File: src/rtl/core/hsvc_pkg.sv
// Shared types, constants and helper functions for the RGB/HSV color converter.
// Used by every module in rtl/core; depends on nothing else.
package hsvc_pkg;

    // Restoring divider steps, one quotient bit each (quotients stay below 512)
    localparam int NSTEP = 9;

    localparam logic ACT_RGB = 1'b0;
    localparam logic ACT_HSV = 1'b1;

    localparam logic [2:0] SEC_0 = 3'd0;
    localparam logic [2:0] SEC_1 = 3'd1;
    localparam logic [2:0] SEC_2 = 3'd2;
    localparam logic [2:0] SEC_3 = 3'd3;
    localparam logic [2:0] SEC_4 = 3'd4;
    localparam logic [2:0] SEC_5 = 3'd5;

    // y / 625 ~= (y * RECIP_625) >> RECIP_SHIFT, low by at most one
    localparam logic [18:0] RECIP_625   = 19'd429496;
    localparam int          RECIP_SHIFT = 28;

    typedef struct packed {
        logic       action;
        logic [9:0] chan_first;
        logic [9:0] chan_second;
        logic [9:0] chan_third;
        logic [9:0] alpha_in;
    } in_t;

    typedef struct packed {
        logic [7:0] red;
        logic [7:0] green;
        logic [7:0] blue;
        logic [8:0] hue;
        logic [6:0] saturation;
        logic [6:0] brightness;
        logic [7:0] alpha_out;
    } out_t;

    // Classified beat as it sits in the queue
    typedef struct packed {
        logic             act;
        logic [7:0]       r;
        logic [7:0]       g;
        logic [7:0]       b;
        logic [7:0]       alpha;
        logic [8:0]       hue;
        logic [6:0]       sat;
        logic [6:0]       bri;
        logic [2:0]       sector;
        logic             gray;
        logic [16:0]      hnum;
        logic [7:0]       dlt;
        logic [14:0]      snum;
        logic [7:0]       mx;
        logic [14:0]      bnum;
        logic [3:0][12:0] kv;
    } item_t;

    // Back pipeline stage contents
    typedef struct packed {
        logic             act;
        logic [7:0]       r;
        logic [7:0]       g;
        logic [7:0]       b;
        logic [7:0]       alpha;
        logic [8:0]       hue;
        logic [6:0]       sat;
        logic [6:0]       bri;
        logic [2:0]       sector;
        logic             gray;
        logic [16:0]      hrem;
        logic [7:0]       hdiv;
        logic [8:0]       hq;
        logic [16:0]      srem;
        logic [7:0]       sdiv;
        logic [8:0]       sq;
        logic [3:0][12:0] kv;
        logic [3:0][17:0] ly;
        logic [3:0][7:0]  lq;
        logic [14:0]      bnum;
        logic [7:0]       bq;
    } st_t;

    typedef struct packed {
        logic [16:0] rem;
        logic        qbit;
    } dstep_t;

    function automatic dstep_t div_step(input logic [16:0] rem, input logic [7:0] dv,
                                        input logic [3:0] sh);
        logic [16:0] sub;
        dstep_t      o;
        sub = 17'(dv) << sh;
        if (rem >= sub)
        begin
            o.rem  = rem - sub;
            o.qbit = 1'b1;
        end
        else
        begin
            o.rem  = rem;
            o.qbit = 1'b0;
        end
        return o;
    endfunction

    function automatic logic [7:0] clamp255(input logic [9:0] x);
        return (x > 10'd255) ? 8'd255 : x[7:0];
    endfunction

    function automatic logic [6:0] clamp100(input logic [9:0] x);
        return (x > 10'd100) ? 7'd100 : x[6:0];
    endfunction

endpackage

File: src/rtl/core/hsvc_fifo.sv
// Two-entry queue between the front end and the back pipeline.
// Depends on hsvc_pkg.
module hsvc_fifo
(
    input  logic            clk,
    input  logic            rst_n,
    input  logic            push,
    input  hsvc_pkg::item_t wr_item,
    output logic            full,
    input  logic            pop,
    output logic            nonempty,
    output hsvc_pkg::item_t rd_item
);

    hsvc_pkg::item_t mem_reg [2];
    logic            wr_ptr_reg, wr_ptr_next;
    logic            rd_ptr_reg, rd_ptr_next;
    logic [1:0]      cnt_reg, cnt_next;

    assign full     = (cnt_reg == 2'd2);
    assign nonempty = (cnt_reg != 2'd0);
    assign rd_item  = mem_reg[rd_ptr_reg];

    always_comb
    begin
        wr_ptr_next = wr_ptr_reg ^ push;
        rd_ptr_next = rd_ptr_reg ^ pop;
        cnt_next    = cnt_reg + 2'(push) - 2'(pop);
    end

    always_ff @(posedge clk or negedge rst_n)
    begin
        if (!rst_n)
        begin
            wr_ptr_reg <= 1'b0;
            rd_ptr_reg <= 1'b0;
            cnt_reg    <= 2'd0;
        end
        else
        begin
            wr_ptr_reg <= wr_ptr_next;
            rd_ptr_reg <= rd_ptr_next;
            cnt_reg    <= cnt_next;
        end
    end

    always_ff @(posedge clk)
    begin
        if (push)
            mem_reg[wr_ptr_reg] <= wr_item;
    end

endmodule

File: config.mk
export PLATFORM = sky130hd
export DESIGN_NAME = hsvc_fifo
export DESIGN_NICKNAME = d
export VERILOG_FILES = /design/src/rtl/core/hsvc_pkg.sv /design/src/rtl/core/hsvc_fifo.sv
export SDC_FILE = /design/constraint.sdc
export NUM_CORES = 1
export LEC_CHECK = 0
export BUFFER_PORTS_ARGS = -buffer_cell sky130_fd_sc_hd__buf_2
export CORE_ASPECT_RATIO = 0.9
export CORE_MARGIN = 2
export CORE_UTILIZATION = 52
export DETAILED_ROUTE_END_ITERATION = 16
export GPL_TIMING_DRIVEN = 0
export PLACE_DENSITY = 0.83
export SYNTH_ARGS = -nofsm -noshare
export SYNTH_HDL_FRONTEND = slang
export SYNTH_SLANG_ARGS = --single-unit
File: constraint.sdc
create_clock -name clk -period 5.6 [get_ports clk]
set_input_delay 0.28 -clock clk [delete_from_list [all_inputs] [get_ports clk]]
set_output_delay 0.28 -clock clk [all_outputs]
set_load 0.01 [all_outputs]
Word-level counts from Yosys, hierarchy flattened
Memory sizes are Yosys's and may differ from the RTL's.
Cells that the tools add are included.
{"block": "totals", "reg_bits": 4, "n_memories": 1, "out_inout_bits": 177, "mem_bits_rw": 350}
{"name": "mem_reg", "depth": 2, "word_bits": 175, "read_ports": 1, "rd_ports_with_merged_regs": 0, "wr": 1, "line_no": "hsvc_fifo.sv:15", "source": "hsvc_pkg::item_t mem_reg [2];"}
{"block": "classes", "n_addsub": 2, "bitwise_logic": 2, "muxes": 2, "n_eq_ne": 1, "n_reduce_logical": 1}
{"cell": "$add 2x1->2", "count": 1}
{"cell": "$eq 2x2->1 const B", "count": 1}
{"cell": "$mux 1", "count": 2}
{"cell": "$reduce_bool 2->1", "count": 1}
{"cell": "$sub 2x1->2", "count": 1}
{"cell": "$xor 1x1->1", "count": 2}

Logic depth before layout (Yosys ltp)
{"block": "depth", "word_depth": 2, "ltp_mapped": 5}

Worst setup path before layout
Ideal clock, no wire load.
{"block": "synth_timing", "kind": "register to register", "startpoint": "register wr_ptr_reg", "endpoint": "memory mem_reg[0][0] (netlist bit), enable pin", "synth_period_minus_slack_ns": 5.027, "path_stages_with_launch": 3, "setup_slack_ns": 0.573, "arrival_ns": 4.470, "path_cell_list": "dfrtp_1 > inv_1 > ha_1"}
{"item": "start: declaration", "line_no": "hsvc_fifo.sv:16", "source": "logic wr_ptr_reg, wr_ptr_next;"}
{"item": "start signal: assignment", "line_no": "hsvc_fifo.sv:41", "source": "wr_ptr_reg <= wr_ptr_next;"}
{"item": "end: declaration", "line_no": "hsvc_fifo.sv:15"}
No word-level cell before the write port.

==> flow_metrics.env <==
export IMPL_status="finished, final reports clean"
export IMPL_relSlewSlack_pct=73.0
export IMPL_grt_pass1_wl_um=47100
export IMPL_post_route_drc_count=0
export IMPL_yosys_warnings=0
export IMPL_r2r_setup_slack_ns=3.66
export IMPL_clock_path_buffers=3
export IMPL_crit_path_top_delay_cell="dfrtp_1"
export IMPL_worstSetupStartpoint="rd_ptr_reg$_DFF_PN0_"
export IMPL_p_seq_share_pct=41.5
export IMPL_crit_top_cell="buf_6"
export IMPL_fin_util_pct=73.7
export IMPL_fin_crit_sh_pct=38.8
export IMPL_grt_pass1_vias=8165
export IMPL_synthesis_area_mm2=0.0134
export IMPL_clock_sinks=354
export IMPL_wl_per_cell_um=20.9
export IMPL_critPathBufInv=4
export IMPL_fin_nets=1319
export IMPL_antenna_found_initial=2
export IMPL_r2r_start="wr_ptr_reg$_DFF_PN0_"
export IMPL_max_freq_mhz=460
export IMPL_grt_max_degree=65
export IMPL_post_cts_resized=0
export IMPL_min_path_type="in -> async"
export IMPL_p_int_mw=6.25
export IMPL_ant_nets=0
export IMPL_cts_root_buf="clkbuf_16"
export IMPL_critical_path_depth=5
export IMPL_cp_arrival_ns=1.90
export IMPL_grtUsageTotal_pct=23.0
export IMPL_p_per_area_mw_per_mm2=472
export IMPL_num_vias=7583
export IMPL_ys_types=12
export IMPL_clkTransAtPathRegs_ns=0.06
export IMPL_place_congestion=0.705
export IMPL_first_pass_iters=5
export IMPL_end_kind="output port"
export IMPL_die_area_mm2=0.0271
export IMPL_via_per_inst=5.05
export IMPL_p_leak_nw=7.51
export IMPL_yosys_register_bits=354
export IMPL_largest_register_ffs=350
export IMPL_critPathMaxFanout=10
export IMPL_core_mm2=0.0253
export IMPL_slowest_delay_ns=0.34
export IMPL_area_growth_pct=38.7
export IMPL_grt_overflow_total=0
export IMPL_synthCells=561
export IMPL_synth_net_count=744
export IMPL_initial_core_util_pct=53.1
export IMPL_cts_tree="built"
export IMPL_die_x_um=173
export IMPL_clock_skew_ns=0.0140
export IMPL_worstSetupPathType="reg -> out"
export IMPL_port_buffers=355
export IMPL_slew_violations=0
export IMPL_r2r_cells=4
export IMPL_wirelength_um=31500
export IMPL_final_layout_size_suffix_gt1_share_pct=51.8
export IMPL_drt_iter0_markers=571
export IMPL_min_period_ns=2.18
export IMPL_swShare_pct=28.9
export IMPL_worstPathRequired_ns=5.32
export IMPL_rows=55
export IMPL_switchingPower_mw=2.54
export IMPL_insertion_delay_ns=0.50
export IMPL_start_kind="flip-flop"
export IMPL_grt_setup_unrepaired="no"
export IMPL_hpwl_um=18300
export IMPL_power_frac_comb_pct=34.4
export IMPL_avgSynthCellArea_um2=23.9
export IMPL_r2r_end="mem_reg[0][112]$_DFFE_PP_"
export IMPL_p_clk_share_pct=24.1
export IMPL_timing_critical_path_to="rd_item[86]"
export IMPL_setup_viol=0
export IMPL_cts_buffers=35
export IMPL_n_fill_cell=1406
export IMPL_maxCapViolations=0
export IMPL_setup_tns_ns=0
export IMPL_finalHoldViolations=0
export IMPL_h_tree_depth=2
export IMPL_crit_path_cell_trace="buf_6 -> buf_6 -> buf_6 -> mux2_4 -> buf_2"
export IMPL_ir_drop_mv=0.341
export IMPL_critPathTopFamily="buffers and inverters"
export IMPL_fp_dieH_um=156
export IMPL_worstMarginPinSlew_ns=0.406
export IMPL_ys_seq_area_share_pct=79.0
export IMPL_ioPinCount=356
worst min-delay path by stage:
stage                                end  slack [ns]
global placement    cnt_reg[0]$_DFF_PN0_        0.09
finish              cnt_reg[1]$_DFF_PN0_        0.12
CTS                 cnt_reg[0]$_DFF_PN0_        0.09
floorplan           cnt_reg[0]$_DFF_PN0_       -0.02
detailed placement  cnt_reg[0]$_DFF_PN0_        0.09
global route        cnt_reg[0]$_DFF_PN0_        0.12
cells in the final DEF, fill, tap and decap left out, drive strengths merged, types with 2 or more instances in the layout:
master       netlist  routed
clkinv             0      11
edfxtp           350     350
mux2             175     175
dfrtp              4       4
ha                 4       4
diode              0       2
inv                4       4
dlygate4sd3        0     177
buf               20     381
clkbuf             0      48
stage by stage:
stage          cell area [um2]  instances  hold WS [ns]  worst slack (ns)  power [mW]
5_1_grt                  18600       1503         0.123              3.35        9.13
4_1_cts                  18600       1501        0.0897              3.39        8.77
2_1_floorplan            13400        561       -0.0156             0.573        5.63
3_5_place_dp             15800       1264        0.0915              3.69        6.57
3_3_place_gp             15600       1258        0.0876             -1.51        6.58
6_report                 18600       1503         0.116              3.42        8.79
logic make-up (layout without fill, tap and decap cells):
group,Yosys count,count (layout),share of synthesized area (%)
xor gates and xnor gates,2,2,0.242
buffers and inverters,24,622,1.65
and+or+nand+nor,2,2,0.0933
muxes,175,175,18.6
adders and majority gates,4,4,0.373
other,0,2,0
DFF,354,354,79.0
what timing repair did:
item | in CTS | in global routing
hold buffers | 177 | 0
buffers inserted | 0 | 0
endpoints found under the hold margin | 355 | 0
endpoints found under the setup margin | 0 | 0
routing by layer:
| layer | wire (um) | share of wire, % | track usage, % | up-vias |
|---|---|---|---|---|
| li1 | - | - | - | 3396 |
| met1 | 11200 | 36 | 26.0 | 3750 |
| met2 | 16700 | 53 | 41.5 | 360 |
| met3 | 2450 | 7.8 | 6.05 | 77 |
| met4 | 1100 | 3.5 | 9.52 | 0 |
| met5 | 0 | 0 | 0 | - |
worst reg2reg max path: stages (launching register included):
cell and delay (ns):
dfrtp_1 0.40, inv_1 0.09, ha_4 0.40, buf_16 0.31, buf_16 0.35
cell type report:
cell class	instances	area, um2	area share (%)
Inverter	4	15.0	0.0806
Clock buffer	48	967	5.19
Antenna cell	2	5.00	0.0269
Sequential cell	354	10600	57.0
Timing Repair Buffer	538	3710	19.9
Multi-Input combinational cell	183	2620	14.1
Buffer	20	206	1.11
Clock inverter	12	56.3	0.302
Tap cell	342	428	2.30
power by group through the flow:
stage	clock network [mW]	registers (mW)	logic (mW)
after floorplan	0	3.75	1.88
after global placement	0	3.82	2.77
after detailed placement	0	3.69	2.88
after CTS	2.14	3.64	2.99
after global routing	2.26	3.69	3.18
final	2.12	3.65	3.02
cells in the mapped netlist:
| library cell | number | area share [%] |
|---|---|---|
| nor2b_1 | 1 | 0.047 |
| mux2_2 | 35 | 2.9 |
| xor2_1 | 1 | 0.065 |
| buf_6 | 17 | 1.4 |
| or2_2 | 1 | 0.047 |
| mux2_4 | 140 | 16 |
| xor3_1 | 1 | 0.18 |
| ha_1 | 4 | 0.37 |
| edfxtp_1 | 350 | 78 |
| dfrtp_1 | 4 | 0.75 |
| buf_2 | 3 | 0.11 |
| inv_1 | 4 | 0.11 |
Note: power is estimated with default switching activity, not from simulation.
