===== config.mk =====
export PLATFORM = sky130hd
export DESIGN_NAME = hsvc_front
export DESIGN_NICKNAME = d
export VERILOG_FILES = /design/src/rtl/core/hsvc_pkg.sv /design/src/rtl/core/hsvc_front.sv
export SDC_FILE = /design/constraint.sdc
export NUM_CORES = 1
export LEC_CHECK = 0
export BUFFER_PORTS_ARGS = -buffer_cell sky130_fd_sc_hd__buf_2
export CAP_MARGIN = 20
export CELL_PAD_IN_SITES_DETAIL_PLACEMENT = 1
export CELL_PAD_IN_SITES_GLOBAL_PLACEMENT = 2
export CORE_MARGIN = 10
export CORE_UTILIZATION = 36
export DETAILED_ROUTE_END_ITERATION = 7
export PLACE_DENSITY_LB_ADDON = 0.1
export REMOVE_ABC_BUFFERS = 1
export SYNTH_ARGS = -nofsm -noshare
export SYNTH_HDL_FRONTEND = slang
export SYNTH_SLANG_ARGS = --single-unit

===== constraint.sdc =====
create_clock -name vclk -period 20
set_input_delay 4 -clock vclk [all_inputs]
set_output_delay 4 -clock vclk [all_outputs]
set_load 0.03 [all_outputs]

===== src/rtl/core/hsvc_pkg.sv =====
// Shared types, constants and helper functions for the RGB/HSV color converter.
// Used by every module in rtl/core; depends on nothing else.
package hsvc_pkg;

    // Restoring divider steps, one quotient bit each (quotients stay below 512)
    localparam int NSTEP = 9;

    localparam logic ACT_RGB = 1'b0;
    localparam logic ACT_HSV = 1'b1;

    localparam logic [2:0] SEC_0 = 3'd0;
    localparam logic [2:0] SEC_1 = 3'd1;
    localparam logic [2:0] SEC_2 = 3'd2;
    localparam logic [2:0] SEC_3 = 3'd3;
    localparam logic [2:0] SEC_4 = 3'd4;
    localparam logic [2:0] SEC_5 = 3'd5;

    // y / 625 ~= (y * RECIP_625) >> RECIP_SHIFT, low by at most one
    localparam logic [18:0] RECIP_625   = 19'd429496;
    localparam int          RECIP_SHIFT = 28;

    typedef struct packed {
        logic       action;
        logic [9:0] chan_first;
        logic [9:0] chan_second;
        logic [9:0] chan_third;
        logic [9:0] alpha_in;
    } in_t;

    typedef struct packed {
        logic [7:0] red;
        logic [7:0] green;
        logic [7:0] blue;
        logic [8:0] hue;
        logic [6:0] saturation;
        logic [6:0] brightness;
        logic [7:0] alpha_out;
    } out_t;

    // Classified beat as it sits in the queue
    typedef struct packed {
        logic             act;
        logic [7:0]       r;
        logic [7:0]       g;
        logic [7:0]       b;
        logic [7:0]       alpha;
        logic [8:0]       hue;
        logic [6:0]       sat;
        logic [6:0]       bri;
        logic [2:0]       sector;
        logic             gray;
        logic [16:0]      hnum;
        logic [7:0]       dlt;
        logic [14:0]      snum;
        logic [7:0]       mx;
        logic [14:0]      bnum;
        logic [3:0][12:0] kv;
    } item_t;

    // Back pipeline stage contents
    typedef struct packed {
        logic             act;
        logic [7:0]       r;
        logic [7:0]       g;
        logic [7:0]       b;
        logic [7:0]       alpha;
        logic [8:0]       hue;
        logic [6:0]       sat;
        logic [6:0]       bri;
        logic [2:0]       sector;
        logic             gray;
        logic [16:0]      hrem;
        logic [7:0]       hdiv;
        logic [8:0]       hq;
        logic [16:0]      srem;
        logic [7:0]       sdiv;
        logic [8:0]       sq;
        logic [3:0][12:0] kv;
        logic [3:0][17:0] ly;
        logic [3:0][7:0]  lq;
        logic [14:0]      bnum;
        logic [7:0]       bq;
    } st_t;

    typedef struct packed {
        logic [16:0] rem;
        logic        qbit;
    } dstep_t;

    function automatic dstep_t div_step(input logic [16:0] rem, input logic [7:0] dv,
                                        input logic [3:0] sh);
        logic [16:0] sub;
        dstep_t      o;
        sub = 17'(dv) << sh;
        if (rem >= sub)
        begin
            o.rem  = rem - sub;
            o.qbit = 1'b1;
        end
        else
        begin
            o.rem  = rem;
            o.qbit = 1'b0;
        end
        return o;
    endfunction

    function automatic logic [7:0] clamp255(input logic [9:0] x);
        return (x > 10'd255) ? 8'd255 : x[7:0];
    endfunction

    function automatic logic [6:0] clamp100(input logic [9:0] x);
        return (x > 10'd100) ? 7'd100 : x[6:0];
    endfunction

endpackage


===== src/rtl/core/hsvc_front.sv =====
// Front end: clamps a beat and prepares divider operands for either direction.
// Depends on hsvc_pkg.
module hsvc_front
(
    input  hsvc_pkg::in_t   src,
    output hsvc_pkg::item_t item
);

    always_comb
    begin
        logic [7:0]         r, g, b, mx, mn, d;
        logic signed [18:0] num;
        logic [9:0]         hm;
        logic [8:0]         h;
        logic [6:0]         s;
        logic [2:0]         sec;
        logic [5:0]         f;
        logic [12:0]         sf, sg;

        r  = hsvc_pkg::clamp255(src.chan_first);
        g  = hsvc_pkg::clamp255(src.chan_second);
        b  = hsvc_pkg::clamp255(src.chan_third);
        mx = b;
        if (mx < g) mx = g;
        if (mx < r) mx = r;
        mn = b;
        if (mn > g) mn = g;
        if (mn > r) mn = r;
        d  = mx - mn;

        // Red wins ties, then green
        if (r == mx)
        begin
            num = 19'sd60 * (19'(signed'({1'b0, g})) - 19'(signed'({1'b0, b})));
            if (num < 0)
                num = num + 19'sd360 * 19'(signed'({1'b0, d}));
        end
        else if (g == mx)
            num = 19'sd120 * 19'(signed'({1'b0, d}))
                + 19'sd60 * (19'(signed'({1'b0, b})) - 19'(signed'({1'b0, r})));
        else
            num = 19'sd240 * 19'(signed'({1'b0, d}))
                + 19'sd60 * (19'(signed'({1'b0, r})) - 19'(signed'({1'b0, g})));

        hm = src.chan_first;
        if (hm >= 10'd720)
            hm = hm - 10'd720;
        else if (hm >= 10'd360)
            hm = hm - 10'd360;
        h = hm[8:0];
        s = hsvc_pkg::clamp100(src.chan_second);

        if (h < 9'd60)       sec = hsvc_pkg::SEC_0;
        else if (h < 9'd120) sec = hsvc_pkg::SEC_1;
        else if (h < 9'd180) sec = hsvc_pkg::SEC_2;
        else if (h < 9'd240) sec = hsvc_pkg::SEC_3;
        else if (h < 9'd300) sec = hsvc_pkg::SEC_4;
        else                 sec = hsvc_pkg::SEC_5;
        f  = 6'(h - 9'(9'd60 * 9'(sec)));
        sf = 13'(s) * 13'(f);
        sg = 13'(s) * 13'(6'd60 - f);

        item.act    = src.action;
        item.r      = r;
        item.g      = g;
        item.b      = b;
        item.alpha  = hsvc_pkg::clamp255(src.alpha_in);
        item.hue    = h;
        item.sat    = s;
        item.bri    = hsvc_pkg::clamp100(src.chan_third);
        item.sector = sec;
        item.gray   = (d == 8'd0);
        item.hnum   = 17'(num);
        item.dlt    = d;
        item.snum   = 15'(15'd100 * 15'(d));
        item.mx     = mx;
        item.bnum   = 15'(15'd100 * 15'(mx));
        item.kv[0]  = 13'd6000;
        item.kv[1]  = 13'(13'd60 * 13'(7'd100 - s));
        item.kv[2]  = 13'd6000 - sf;
        item.kv[3]  = 13'd6000 - sg;
    end

endmodule


Word-level counts from Yosys, hierarchy flattened

Cells that the tools add are included.

Word-level logic and storage cells: 67
Output and inout bits: 175
Bits of input ports: 41
Register bits after elaboration: 0

Mux-type cells: 20
Reduce and logical (&&, ||, !) cells: 1
Add/sub/neg operators: 14
$lt $le $gt $ge: 18
Multiply operators: 12
Equality and inequality tests: 2

Operators by type and width:

| operator                 | count |
|---|---|
| $mux W8                  | 8 |
| $mux W17                 | 3 |
| $mul A5 B9 Y14 const A   | 3 |
| $gt A10 B8 Y1 const B    | 4 |
| $sub A8 B8 Y9            | 3 |
| $mul A5 B8 Y13 const A   | 2 |
| $sub A13 B13 Y13 const A | 2 |
| $mul A4 B8 Y12 const A   | 2 |
| $gt A10 B7 Y1 const B    | 2 |
| $lt A9 B8 Y1 const B     | 2 |
| $mux W9                  | 2 |
| $add A16 B16 Y17         | 1 |
| $add A16 B17 Y17         | 1 |
| $add A17 B16 Y17         | 1 |
| $eq A8 B8 Y1             | 2 |
| $gt A8 B8 Y1             | 2 |
| $lt A16 B1 Y1 const B    | 1 |
| $lt A8 B8 Y1             | 2 |
| $mul A6 B8 Y14 const A   | 1 |
| $mux W7                  | 2 |
| $mul A4 B13 Y11 const A  | 1 |
| $mul A7 B6 Y13           | 1 |
| $mul A8 B7 Y13           | 1 |
| $mux W3                  | 4 |
| other kinds (14)         | 14 |

Logic depth before layout (Yosys ltp)

Word-level depth: 14
Gate-level depth with buffers: 51

Worst setup path after synthesis

Ideal clock, no wire load.

Path type: input to output
Start point: input port src[11] (netlist bit)
End point: output port item[111] (netlist bit)
Data required time: 16000 ps
Path buffers: 2
Arrival time: 14883 ps
Slack: 1117 ps
Stages: 41
Cell sequence: or3_1 -> clkbuf_1 -> inv_1 -> ha_1 -> nor2b_1 -> a2bb2oi_1 -> o311a_4 -> o211ai_4 -> mux2i_1 -> inv_1 -> ha_1 -> a21o_1 -> a21o_1 -> a21oi_1 -> o21a_1 -> o31a_1 -> o211ai_2 -> nand2_2 -> [5 not listed] -> a31oi_4 -> o311ai_2 -> xnor2_1 -> ha_1 -> fa_1 -> inv_1 -> fa_1 -> inv_1 -> ha_1 -> inv_1 -> o21ai_0 -> a21oi_1 -> o21bai_1 -> xor2_1 -> ha_1 -> xnor2_1 -> o211a_1 -> a311oi_1

RTL lines:

| element         | RTL line        | text |
|---|---|---|
| start, declared | hsvc_front.sv:5 | `input hsvc_pkg::in_t src,` |
| end, declared   | hsvc_front.sv:6 | `output hsvc_pkg::item_t item` |

==> results.json <==
{
  "yosysMostFrequentCell": "inv_1",
  "route.met2.wl_um": 28100,
  "drtAntennaViolNets": 0,
  "gp_congestion": 0.873,
  "area_delta_synth_final_pct": 9.77,
  "drive_above_1_share_pct": 12.5,
  "avgSynthCellArea_um2": 7.65,
  "yosysTopAreaCell": "ha_1",
  "dr.max_layer_used": "met4",
  "numPortBuffers": 193,
  "final_nets": 2761,
  "maxCapViolCount": 0,
  "seq_cell_count": 0,
  "tightest_slew_ns": 1.09,
  "grt_pass1_vias": 15809,
  "clock_buffers": 0,
  "synth.area.top_cells": "ha_1, fa_1, inv_1",
  "path_class": "primary input to primary output",
  "rows": 77,
  "core_area_mm2": 0.0441,
  "slowest_stage": "fa_1",
  "via_per_inst": 5.17,
  "max_stage_delay_ns": 0.45,
  "hp-start": "src[40]",
  "wire_per_inst_um": 19.2,
  "drt-initial-drc-count": 516,
  "initial_core_util_pct": 36.4,
  "critPathMostFrequentCell": "ha_1",
  "ioPinCount": 216,
  "register_area_um2": 0,
  "die_area_mm2": 0.0534,
  "totalWireLength_um": 54800,
  "setup_slack_ns": 0.904,
  "wl_met1_um": 24100,
  "worst_ep_arrival_time_ns": 15.10,
  "place_ws_ns": 0.809,
  "syn-cell-area_mm2": 0.0160,
  "antenna_cells": 0,
  "grt-ovfl-total": 0,
  "yosysWarnings": 0,
  "final-max-slew-violation-count": 0,
  "drc": 0,
  "setup_violations": 0,
  "syn_inst": 2098,
  "dp_hpwl_um": 48300,
  "period_minus_slack_ns": 19.10,
  "routed-wl-met3_um": 1570,
  "synthTopCellsByCount": "inv_1, ha_1, nor2_1",
  "antenna_found_initial": 0,
  "crit_start": "src[19]",
  "post-route-period-util_pct": 95.5,
  "die_y_um": 231,
  "drt_first_pass_iters": 5,
  "hold_viol_final": 0,
  "slew_headroom_pct": 26.4,
  "fmax_mhz": 52.4,
  "die_w_um": 231,
  "netlist.area_leader.share_pct": 25.3,
  "ctsHoldBuffers": 0,
  "startpoint_type": "primary input",
  "vias": 14741,
  "ys_types": 93,
  "track_usage_pct": 20.0,
  "grt_max_degree": 24,
  "cp.required_ns": 16.00,
  "hp-class": "primary input to primary output",
  "crit_path_max_fanout": 14,
  "grt_pass1_wl_um": 87100,
  "status": "finished clean",
  "end_kind": "primary output",
  "ys_seq_area_share_pct": 0
}
[per-layer routing]
layer	vias up	global-route usage, %
met5	-	0
met4	0	3.49
met3	38	1.47
met2	220	37.3
met1	7219	24.8
li1	7264	-
[critical path, delay by kind of cell]
kind	cells	cell delay [ns]
AOI/OAI and AO/OA	19	4.20
adders and majority gates	10	3.35
buffers and inverters	10	1.31
and+or+nand+nor	7	1.24
xor gates and xnor gates	3	0.53
muxes	1	0.39
[repair_timing]
item | CTS | global route
setup buffers | 0 | 0
hold endpoints to repair | 0 | 0
gates resized for setup | 0 | 2
setup endpoints to repair | 0 | 3
[stage by stage]
stage / instance area, um2 / cells / TNS, ns / hold slack (ns) / util [%]
finish: 17600 / 2854 / 0 / 8.00 / 39.9
detailed placement: 17600 / 2854 / 0 / 8.00 / 39.9
CTS: 17600 / 2854 / 0 / 8.00 / 39.9
global route: 17600 / 2854 / -0.0186 / 8.00 / 39.9
floorplan: 15700 / 2043 / 0 / 8.00 / -
global placement: 17600 / 2854 / 0 / 8.00 / 39.9
[layout make-up]
class | count | area, um2
fillers | 5623 | 26500
inverters | 394 | 1480
multi-input cells | 1649 | 14200
well taps | 592 | 741
repair buffers | 219 | 1160
[worst paths after layout]
kind  slack (ns)  cells after the start         to
min         8.00                      0  item[174]
max         0.90                     50  item[114]
[layout by cell type, fill, tap and decap left out, types with 19 or more instances in the layout]
cell type	instances
o21a_1	22
inv_1	386
nand3_1	30
a21oi_1	119
nor3_1	39
or3_1	30
nor2_1	175
nor2b_1	28
buf_2	193
buf_4	26
o21bai_1	23
mux2i_1	20
o211ai_1	19
xnor2_1	136
xor2_1	53
or2_2	19
fa_1	132
ha_1	324
nand2_1	123
a21o_1	34
conb_1	26
o21ai_0	62
[kinds of logic after synthesis]
kind of cell | count (synthesis) | share of synthesized area (%)
AO/OA/AOI/OAI | 407 | 17.3
XOR/XNOR | 192 | 10.6
adder cells (fa/ha/maj) | 458 | 41.9
buffers and inverters | 473 | 12.0
multiplexers | 24 | 1.60
other | 2 | 0.0468
AND/OR/NAND/NOR | 542 | 16.5
Power is left out: the tool's default activity adds up to more than one toggle a clock period on the data nets, which glitch-free logic cannot reach.
